$ cat config.mk
export PLATFORM = sky130hd
export DESIGN_NAME = ac_phase_angle_dimmer
export DESIGN_NICKNAME = d
export VERILOG_FILES = /design/src/hdl/apd_pkg.sv /design/src/hdl/apd_delay_unit.sv /design/src/hdl/apd_channel_core.sv /design/src/hdl/ac_phase_angle_dimmer.sv
export SDC_FILE = /design/constraint.sdc
export NUM_CORES = 2
export LEC_CHECK = 0
export BUFFER_PORTS_ARGS = -buffer_cell sky130_fd_sc_hd__buf_2
export CORE_ASPECT_RATIO = 0.8
export CORE_MARGIN = 4
export CORE_UTILIZATION = 58
export CTS_CLUSTER_DIAMETER = 50
export DETAILED_ROUTE_END_ITERATION = 8
export GPL_TIMING_DRIVEN = 0
export PLACE_DENSITY = 0.83
export SKIP_LAST_GASP = 1
export SLEW_MARGIN = 30
export SYNTH_ARGS = -nofsm -noshare
export SYNTH_HDL_FRONTEND = slang
export SYNTH_SLANG_ARGS = --single-unit
$ cat constraint.sdc
create_clock -name i_clk -period 19.31 [get_ports i_clk]
set_input_delay 2.8965 -clock i_clk [delete_from_list [all_inputs] [get_ports i_clk]]
set_output_delay 2.8965 -clock i_clk [all_outputs]
set_load 0.1 [all_outputs]
$ cat src/hdl/apd_pkg.sv
// Shared types, request codes and constants of the phase-angle dimmer.
package apd_pkg;

    // Channel count and derived index width
    localparam int CHANNELS = 16;
    localparam int CH_IDX_W = (CHANNELS > 1) ? $clog2(CHANNELS) : 1;

    // Datapath widths
    localparam int DLY_W  = 16;
    localparam int LVL_W  = 8;
    localparam int PROD_W = 24;
    localparam int MASK_W = 16;

    // Number of channels as a value comparable with a 5-bit channel number
    localparam logic [4:0] CH_COUNT = 5'(CHANNELS);

    // Request codes
    localparam logic [1:0] REQ_TICK  = 2'd0;
    localparam logic [1:0] REQ_CROSS = 2'd1;
    localparam logic [1:0] REQ_WRITE = 2'd2;

    // Configuration register indexes
    localparam logic [1:0] CFG_MIN_DELAY = 2'd0;
    localparam logic [1:0] CFG_MAX_DELAY = 2'd1;
    localparam logic [1:0] CFG_DEBOUNCE  = 2'd2;

    // Configuration reset values
    localparam logic [DLY_W-1:0] RST_MIN_DELAY = 16'd500;
    localparam logic [DLY_W-1:0] RST_MAX_DELAY = 16'd8800;
    localparam logic [DLY_W-1:0] RST_DEBOUNCE  = 16'd1000;

    // Brightness full scale
    localparam logic [LVL_W-1:0] FULL_SCALE = 8'd255;

    // Input beat
    typedef struct packed {
        logic [1:0]       req_type;
        logic [3:0]       channel;
        logic [LVL_W-1:0] brightness;
        logic             last_of_frame;
    } t_apd_in;

    // Result beat
    typedef struct packed {
        logic [MASK_W-1:0] gate_mask;
        logic              crossing_accepted;
    } t_apd_out;

    // Load strobes of the arithmetic pipeline stages
    typedef struct packed {
        logic s2_load;
        logic s3_load;
    } t_pipe_adv;

endpackage

$ cat src/hdl/apd_delay_unit.sv
// Delay arithmetic: max + trunc(level * (min - max) / 255) for on and off levels.
module apd_delay_unit (
    input  logic                      i_clk,
    input  apd_pkg::t_pipe_adv        i_adv,
    input  logic [apd_pkg::LVL_W-1:0] i_brightness,
    input  logic [apd_pkg::DLY_W-1:0] i_min_delay,
    input  logic [apd_pkg::DLY_W-1:0] i_max_delay,
    output logic [apd_pkg::DLY_W-1:0] o_on_delay,
    output logic [apd_pkg::DLY_W-1:0] o_off_delay
);
    import apd_pkg::*;

    logic              d_neg;
    logic [DLY_W-1:0]  d_mag;
    logic [LVL_W-1:0]  lvl_off;

    logic              r_neg2;
    logic [PROD_W-1:0] r_p2_on;
    logic [PROD_W-1:0] r_p2_off;

    logic              r_neg3;
    logic [PROD_W-1:0] r_p3_on;
    logic [PROD_W-1:0] r_p3_off;
    logic [DLY_W-1:0]  r_q0_on;
    logic [DLY_W-1:0]  r_q0_off;

    // Estimate p / 255 from below; result is the true quotient or one less
    function automatic logic [DLY_W-1:0] div255_est(input logic [PROD_W-1:0] p);
        logic [PROD_W:0] s;
        s = (PROD_W+1)'(p) + (PROD_W+1)'(p >> 8) + (PROD_W+1)'(p >> 16);
        return s[23:8];
    endfunction

    // Correct the estimate by one remainder compare, then apply it to max
    function automatic logic [DLY_W-1:0] delay_fix(
        input logic [PROD_W-1:0] p,
        input logic [DLY_W-1:0]  q0,
        input logic              neg,
        input logic [DLY_W-1:0]  maxd
    );
        logic [PROD_W-1:0] m;
        logic [PROD_W-1:0] r;
        logic [DLY_W-1:0]  q;
        m = {q0, 8'b0} - PROD_W'(q0);
        r = p - m;
        q = q0 + DLY_W'(r >= PROD_W'(FULL_SCALE));
        return neg ? (maxd - q) : (maxd + q);
    endfunction

    // Magnitude and sign of min - max
    always_comb begin
        d_neg   = (i_min_delay < i_max_delay);
        d_mag   = d_neg ? (i_max_delay - i_min_delay) : (i_min_delay - i_max_delay);
        lvl_off = i_brightness - LVL_W'(1);
    end

    // Multiply level by the delay span
    always_ff @(posedge i_clk) begin
        if (i_adv.s2_load) begin
            r_neg2   <= d_neg;
            r_p2_on  <= PROD_W'(i_brightness) * PROD_W'(d_mag);
            r_p2_off <= PROD_W'(lvl_off) * PROD_W'(d_mag);
        end
    end

    // Estimate the quotients
    always_ff @(posedge i_clk) begin
        if (i_adv.s3_load) begin
            r_neg3   <= r_neg2;
            r_p3_on  <= r_p2_on;
            r_p3_off <= r_p2_off;
            r_q0_on  <= div255_est(r_p2_on);
            r_q0_off <= div255_est(r_p2_off);
        end
    end

    assign o_on_delay  = delay_fix(r_p3_on, r_q0_on, r_neg3, i_max_delay);
    assign o_off_delay = delay_fix(r_p3_off, r_q0_off, r_neg3, i_max_delay);

endmodule

$ cat src/hdl/apd_channel_core.sv
// Dimmer state: elapsed counter, pending and active delay sets, gates, result register.
module apd_channel_core (
    input  logic                      i_clk,
    input  logic                      i_rst_n,
    input  logic                      i_apply,
    input  apd_pkg::t_apd_in          i_item,
    input  logic [apd_pkg::DLY_W-1:0] i_on_delay,
    input  logic [apd_pkg::DLY_W-1:0] i_off_delay,
    input  logic [apd_pkg::DLY_W-1:0] i_debounce,
    output apd_pkg::t_apd_out         o_result
);
    import apd_pkg::*;

    logic [DLY_W-1:0]    r_elapsed;
    logic [DLY_W-1:0]    r_pend_on  [CHANNELS];
    logic [DLY_W-1:0]    r_pend_off [CHANNELS];
    logic [CHANNELS-1:0] r_pend_en;
    logic [DLY_W-1:0]    r_act_on   [CHANNELS];
    logic [DLY_W-1:0]    r_act_off  [CHANNELS];
    logic [CHANNELS-1:0] r_act_en;
    logic                r_committed;
    logic [CHANNELS-1:0] r_gate;
    t_apd_out            r_result;

    logic [DLY_W-1:0]    n_elapsed;
    logic [CHANNELS-1:0] n_pend_en;
    logic [CHANNELS-1:0] n_act_en;
    logic                n_committed;
    logic [CHANNELS-1:0] n_gate;
    logic                n_accepted;
    logic                do_swap;
    logic                do_pend_wr;
    logic                ch_ok;
    logic [CH_IDX_W-1:0] ch_idx;
    logic [DLY_W-1:0]    wr_on;
    logic [DLY_W-1:0]    wr_off;

    assign ch_ok  = ({1'b0, i_item.channel} < CH_COUNT);
    assign ch_idx = i_item.channel[CH_IDX_W-1:0];

    // Brightness zero stores zero delays
    assign wr_on  = (i_item.brightness == '0) ? '0 : i_on_delay;
    assign wr_off = (i_item.brightness == '0) ? '0 : i_off_delay;

    // Work out the effect of one beat
    always_comb begin
        n_elapsed   = r_elapsed;
        n_pend_en   = r_pend_en;
        n_act_en    = r_act_en;
        n_committed = r_committed;
        n_gate      = r_gate;
        n_accepted  = 1'b0;
        do_swap     = 1'b0;
        do_pend_wr  = 1'b0;
        case (i_item.req_type)
            REQ_TICK: begin
                n_elapsed = (r_elapsed == '1) ? r_elapsed : r_elapsed + DLY_W'(1);
                for (int i = 0; i < CHANNELS; i++) begin
                    if (r_act_en[i]) begin
                        if (n_elapsed == r_act_off[i]) begin
                            n_gate[i] = 1'b0;
                        end else if (n_elapsed == r_act_on[i]) begin
                            n_gate[i] = 1'b1;
                        end
                    end
                end
            end
            REQ_CROSS: begin
                if (r_elapsed >= i_debounce) begin
                    n_accepted = 1'b1;
                    n_elapsed  = '0;
                    if (r_committed) begin
                        do_swap     = 1'b1;
                        n_act_en    = r_pend_en;
                        n_committed = 1'b0;
                    end
                end
            end
            REQ_WRITE: begin
                if (ch_ok) begin
                    do_pend_wr        = 1'b1;
                    n_pend_en[ch_idx] = (i_item.brightness != '0);
                end
                if (i_item.last_of_frame) begin
                    n_committed = 1'b1;
                end
            end
            default: begin
            end
        endcase
    end

    // Hold control state
    always_ff @(posedge i_clk) begin
        if (!i_rst_n) begin
            r_elapsed   <= '0;
            r_pend_en   <= '0;
            r_act_en    <= '0;
            r_committed <= 1'b0;
            r_gate      <= '0;
        end else if (i_apply) begin
            r_elapsed   <= n_elapsed;
            r_pend_en   <= n_pend_en;
            r_act_en    <= n_act_en;
            r_committed <= n_committed;
            r_gate      <= n_gate;
        end
    end

    // Store pending delays and copy them into the active set on a swap
    always_ff @(posedge i_clk) begin
        if (i_apply) begin
            if (do_pend_wr) begin
                r_pend_on[ch_idx]  <= wr_on;
                r_pend_off[ch_idx] <= wr_off;
            end
            if (do_swap) begin
                for (int i = 0; i < CHANNELS; i++) begin
                    r_act_on[i]  <= r_pend_on[i];
                    r_act_off[i] <= r_pend_off[i];
                end
            end
        end
    end

    // Capture the result beat
    always_ff @(posedge i_clk) begin
        if (i_apply) begin
            r_result.gate_mask         <= MASK_W'(n_gate);
            r_result.crossing_accepted <= n_accepted;
        end
    end

    assign o_result = r_result;

endmodule

$ cat src/hdl/ac_phase_angle_dimmer.sv
// Multi-channel phase-angle dimmer: top level with input pipeline and output handshake.
// Every beat (tick, zero crossing or brightness write) yields one result beat holding
// the gate mask after the beat and a crossing-accepted flag. One beat is taken per clock
// cycle while o_stall is low; each passes the delay arithmetic (multiply stage, quotient
// estimate stage, correction and state update into the result register). Up to four
// beats are buffered, so input keeps flowing while a result waits until all are full.
// Configuration writes take effect at once and belong only to idle periods; brightness
// writes use the limits current at the multiply stage; max is read again at the update.
module ac_phase_angle_dimmer (
    input  logic                      i_clk,
    input  logic                      i_rst_n,
    input  logic                      i_valid,
    output logic                      o_stall,
    input  apd_pkg::t_apd_in          i_item,
    output logic                      o_valid,
    input  logic                      i_stall,
    output apd_pkg::t_apd_out         o_result,
    input  logic                      i_cfg_we,
    input  logic [1:0]                i_cfg_idx,
    input  logic [apd_pkg::DLY_W-1:0] i_cfg_data
);
    import apd_pkg::*;

    logic [DLY_W-1:0] r_min_delay;
    logic [DLY_W-1:0] r_max_delay;
    logic [DLY_W-1:0] r_debounce;

    logic     r_v1;
    logic     r_v2;
    logic     r_v3;
    logic     r_out_valid;
    t_apd_in  r_s1_item;
    t_apd_in  r_s2_item;
    t_apd_in  r_s3_item;

    logic      out_free;
    logic      free3;
    logic      free2;
    logic      free1;
    logic      mv3;
    t_pipe_adv adv;

    logic [DLY_W-1:0] on_delay;
    logic [DLY_W-1:0] off_delay;

    // Configuration registers
    always_ff @(posedge i_clk) begin
        if (!i_rst_n) begin
            r_min_delay <= RST_MIN_DELAY;
            r_max_delay <= RST_MAX_DELAY;
            r_debounce  <= RST_DEBOUNCE;
        end else if (i_cfg_we) begin
            case (i_cfg_idx)
                CFG_MIN_DELAY: r_min_delay <= i_cfg_data;
                CFG_MAX_DELAY: r_max_delay <= i_cfg_data;
                CFG_DEBOUNCE:  r_debounce  <= i_cfg_data;
                default: begin
                end
            endcase
        end
    end

    // Advance a stage when it is empty or the stage after it moves
    assign out_free    = !r_out_valid || !i_stall;
    assign free3       = !r_v3 || out_free;
    assign free2       = !r_v2 || free3;
    assign free1       = !r_v1 || free2;
    assign mv3         = r_v3 && out_free;
    assign adv.s2_load = free2;
    assign adv.s3_load = free3;
    assign o_stall     = !free1;
    assign o_valid     = r_out_valid;

    // Stage valid bits
    always_ff @(posedge i_clk) begin
        if (!i_rst_n) begin
            r_v1        <= 1'b0;
            r_v2        <= 1'b0;
            r_v3        <= 1'b0;
            r_out_valid <= 1'b0;
        end else begin
            if (free1) begin
                r_v1 <= i_valid;
            end
            if (free2) begin
                r_v2 <= r_v1;
            end
            if (free3) begin
                r_v3 <= r_v2;
            end
            if (out_free) begin
                r_out_valid <= r_v3;
            end
        end
    end

    // Carry the beat along with its arithmetic
    always_ff @(posedge i_clk) begin
        if (free1) begin
            r_s1_item <= i_item;
        end
        if (free2) begin
            r_s2_item <= r_s1_item;
        end
        if (free3) begin
            r_s3_item <= r_s2_item;
        end
    end

    apd_delay_unit u_delay (
        .i_clk        (i_clk),
        .i_adv        (adv),
        .i_brightness (r_s1_item.brightness),
        .i_min_delay  (r_min_delay),
        .i_max_delay  (r_max_delay),
        .o_on_delay   (on_delay),
        .o_off_delay  (off_delay)
    );

    apd_channel_core u_core (
        .i_clk       (i_clk),
        .i_rst_n     (i_rst_n),
        .i_apply     (mv3),
        .i_item      (r_s3_item),
        .i_on_delay  (on_delay),
        .i_off_delay (off_delay),
        .i_debounce  (r_debounce),
        .o_result    (o_result)
    );

endmodule
==> results.py <==
metrics = {
    "synth": {
        "ys_ff_latch": 1333,
        "synth_nets": 5633,
        "syn_avg_cell_area_um2": 12.99,
        "synth_edf_count": 1216,
        "synthMuxAreaShare_pct": 0.4099,
        "synthXorXnorAreaFrac_pct": 8.647,
        "netlist_area_um2": 66240,
        "ys.flop_type": "edfxtp_1",
        "ys_warn_count": 0,
        "synthCells": 5098,
        "netlist-cell-type-count": 96,
        "seq_area_frac_synth_pct": 58.66,
        "synth_top_family_by_area": "adder cells",
        "synthArstFlopShare_pct": 0,
        "yosys.area_share.simple_pct": 9.325,
        "synth-compound-area-share_pct": 7.797,
        "synthAdderAreaFrac_pct": 11.68,
    },
    "global_routing": {
        "grt_max_degree": 89,
        "grt_pass1_vias": 42910,
        "grt_overflow": 0,
        "grt_util_all_layers_pct": 34.08,
        "antenna_found_initial": 21,
        "grt_pass1_wl_um": 291500,
    },
    "setup_path": {
        "critPathMaxFanout": 10,
        "crit_path_top_delay_cell": "xnor2_1",
        "cpPeakStageDelay_ns": 0.68,
        "end_kind": "register",
        "crit_type": "register to register",
        "cp_common_cell": "fa_1",
        "arrival_ns": 10.02,
        "worstPathRequired_ns": 19.80,
        "worstSetupStartpointType": "register",
    },
    "layout": {
        "final_common_cell": "edfxtp_1",
        "multi_input_area_um2": 25550,
        "layout-drive-gt1-share_pct": 9.732,
        "syn2layout_area_growth_pct": 13.04,
        "final_core_util_pct": 66.26,
        "nNetsFinal": 5901,
        "design_area_um2": 74880,
        "seqCellArea_um2": 38860,
        "final_cell_mix": "1216 x edfxtp_1, 426 x xnor2_1, 384 x inv_1",
        "n_fill_cell": 7518,
    },
    "power_and_ir_drop": {
        "power_leakage_nw": 27.07,
        "power.density_nw_per_um2": 173.1,
        "peakVddDrop_uv": 185.0,
    },
    "placed_design": {
        "port_buffers": 55,
        "dp_worst_setup_slack_ns": 9.881,
        "finalWeightedCongestion": 1.019,
        "place_area_um2": 70440,
        "dp_hpwl_um": 145500,
    },
    "sta": {
        "finClkSkew_ns": 0.06065,
        "relSlewSlack_pct": 21.26,
        "setup_ws_ns": 9.778,
        "rsz0062_at_grt": "false",
        "worst_pin_slew_ns": 1.181,
        "final-max-slew-violation-count": 0,
        "hold_violations": 0,
        "fmax_mhz": 104.9,
        "fin_crit_sh_pct": 49.36,
        "fin_crit_ns": 9.532,
        "fin_hold_ws_ns": 0.3941,
        "setup_viol": 0,
        "fin_setup_tns_ns": 0,
    },
    "clock_tree": {
        "htreeDepth": 4,
        "post_cts.repair.setup_buffers": 0,
        "hold_buffers": 0,
        "clkLatencyLatePin_ns": 0.78,
        "cts.path.max_buffers": 3,
        "cts_resized": 0,
        "cts.sinks": 1333,
        "cts-root-buf": "clkbuf_16",
        "cts_tree": "built",
        "clkTransAtPathRegs_ns": 0.06,
        "cts_buffers": 133,
    },
    "detailed_routing": {
        "wl_per_cell_um": 29.13,
        "firstDrtPassIters": 9,
        "drc": 0,
        "dr_wl_met3_um": 35130,
        "vias": 44840,
        "routed_wl_um": 204100,
        "wl_met2_um": 83410,
        "met1Wirelength_um": 76770,
        "ant_nets": 0,
        "first_iter_violations": 7481,
        "maxUsedRoutingLayer": "met5",
        "viasPerCell": 6.402,
    },
    "floorplan": {
        "die_area_um2": 119700,
        "start_util_pct": 58.62,
        "chipWidth_um": 385.8,
        "die_h_um": 310.3,
        "coreArea_um2": 113000,
        "ioPinCount": 57,
        "rows": 110,
    },
    "job": {
        "max-cap-violations": 0,
    },
    "run_status": {
        "outcome": "finished, final reports clean",
    },
    "worst_hold_path": {
        "hp-class": "register to register",
    },
}
## metal layers
| metal | up-vias | GRT usage (%) |
|---|---|---|
| li1 | 18890 | - |
| met1 | 21880 | 47.18 |
| met2 | 3484 | 47.17 |
| met3 | 579 | 15.82 |
| met4 | 8 | 12.70 |
| met5 | - | 0 |
## sequential cells by signal (all words and copies together), names as in the netlist, 17 cells and up
name,count
u_core.r_act_off,256
u_core.r_act_on,256
u_core.r_pend_off,256
u_core.r_pend_on,256
u_delay.r_p2_off,24
u_delay.r_p2_on,24
u_delay.r_p3_off,24
u_delay.r_p3_on,24
u_core.o_result,17
## area by class of cell
cell class | count | share of cell area, %
antenna | 15 | 0.05013
clock buffer | 163 | 4.747
clock inverter | 83 | 1.081
sequential | 1333 | 51.90
buffer | 180 | 1.176
multi-input combinational | 3198 | 34.12
tap | 1512 | 2.527
timing repair buffer | 133 | 2.451
inverter | 387 | 1.947
## logic make-up (layout without fill, tap and decap cells)
| family | Yosys count | in the layout |
|---|---|---|
| simple gates | 1249 | 1249 |
| flops | 1333 | 1333 |
| xor+xnor | 654 | 654 |
| buf+inv | 567 | 946 |
| compound gates | 773 | 773 |
| mux | 25 | 25 |
| other cells | 0 | 15 |
| fa+ha+maj | 497 | 497 |
## report_power, final
group          switching (mW)  internal [mW]
clock                    1.16           1.44
combinational            3.88           2.40
sequential              0.167           3.91
## path summary, 6_finish.rpt
| path | startpoint | endpoint | slack, ns | cells after the start |
|---|---|---|---|---|
| setup / recovery | r_max_delay[1]$_SDFFE_PN0P_ | u_delay.r_p2_on[23]$_DFFE_PP_ | 9.78 | 29 |
| hold / removal | u_core.r_pend_on[12][15]$_DFFE_PP_ | u_core.r_act_on[1][79]$_DFFE_PP_ | 0.39 | 0 |
| setup reg to reg | r_max_delay[1]$_SDFFE_PN0P_ | u_delay.r_p2_on[23]$_DFFE_PP_ | 9.78 | 29 |
| hold reg to reg | u_core.r_pend_on[12][15]$_DFFE_PP_ | u_core.r_act_on[1][79]$_DFFE_PP_ | 0.39 | 0 |
## critical path, delay by kind of cell, from the launching register on
family,cells,cell delay (ns)
AOI/OAI and AO/OA,13,3.48
adders and majority gates,6,2.79
buffers and inverters,6,1.18
xor gates and xnor gates,2,0.85
DFF,1,0.66
muxes,1,0.14
and+or+nand+nor,1,0.13
## metrics by stage
| step | cells | power [mW] |
|---|---|---|
| 6_report | 7004 | 12.96 |
| 5_1_grt | 6993 | 13.59 |
| 4_1_cts | 6989 | 12.79 |
| 3_5_place_dp | 6743 | 10.19 |
| 3_3_place_gp | 6665 | 9.516 |
| 2_1_floorplan | 5098 | 7.777 |
## Yosys cell counts (all sizes together), types with 71 or more instances
library cell,n,area [um2]
a21oi,207,1047
and2,99,619.4
buf,78,466.7
clkbuf,102,386.6
dfxtp,117,2342
edfxtp,1216,36520
fa,202,4044
ha,295,3691
inv,386,1449
nand2,370,1391
nand3,111,593.1
nor2,272,1031
nor3,80,410.4
nor4,71,480.5
o21ai,136,680.7
xnor2,428,3749
xor2,226,1979
Note: power is estimated with default switching activity, not from simulation.
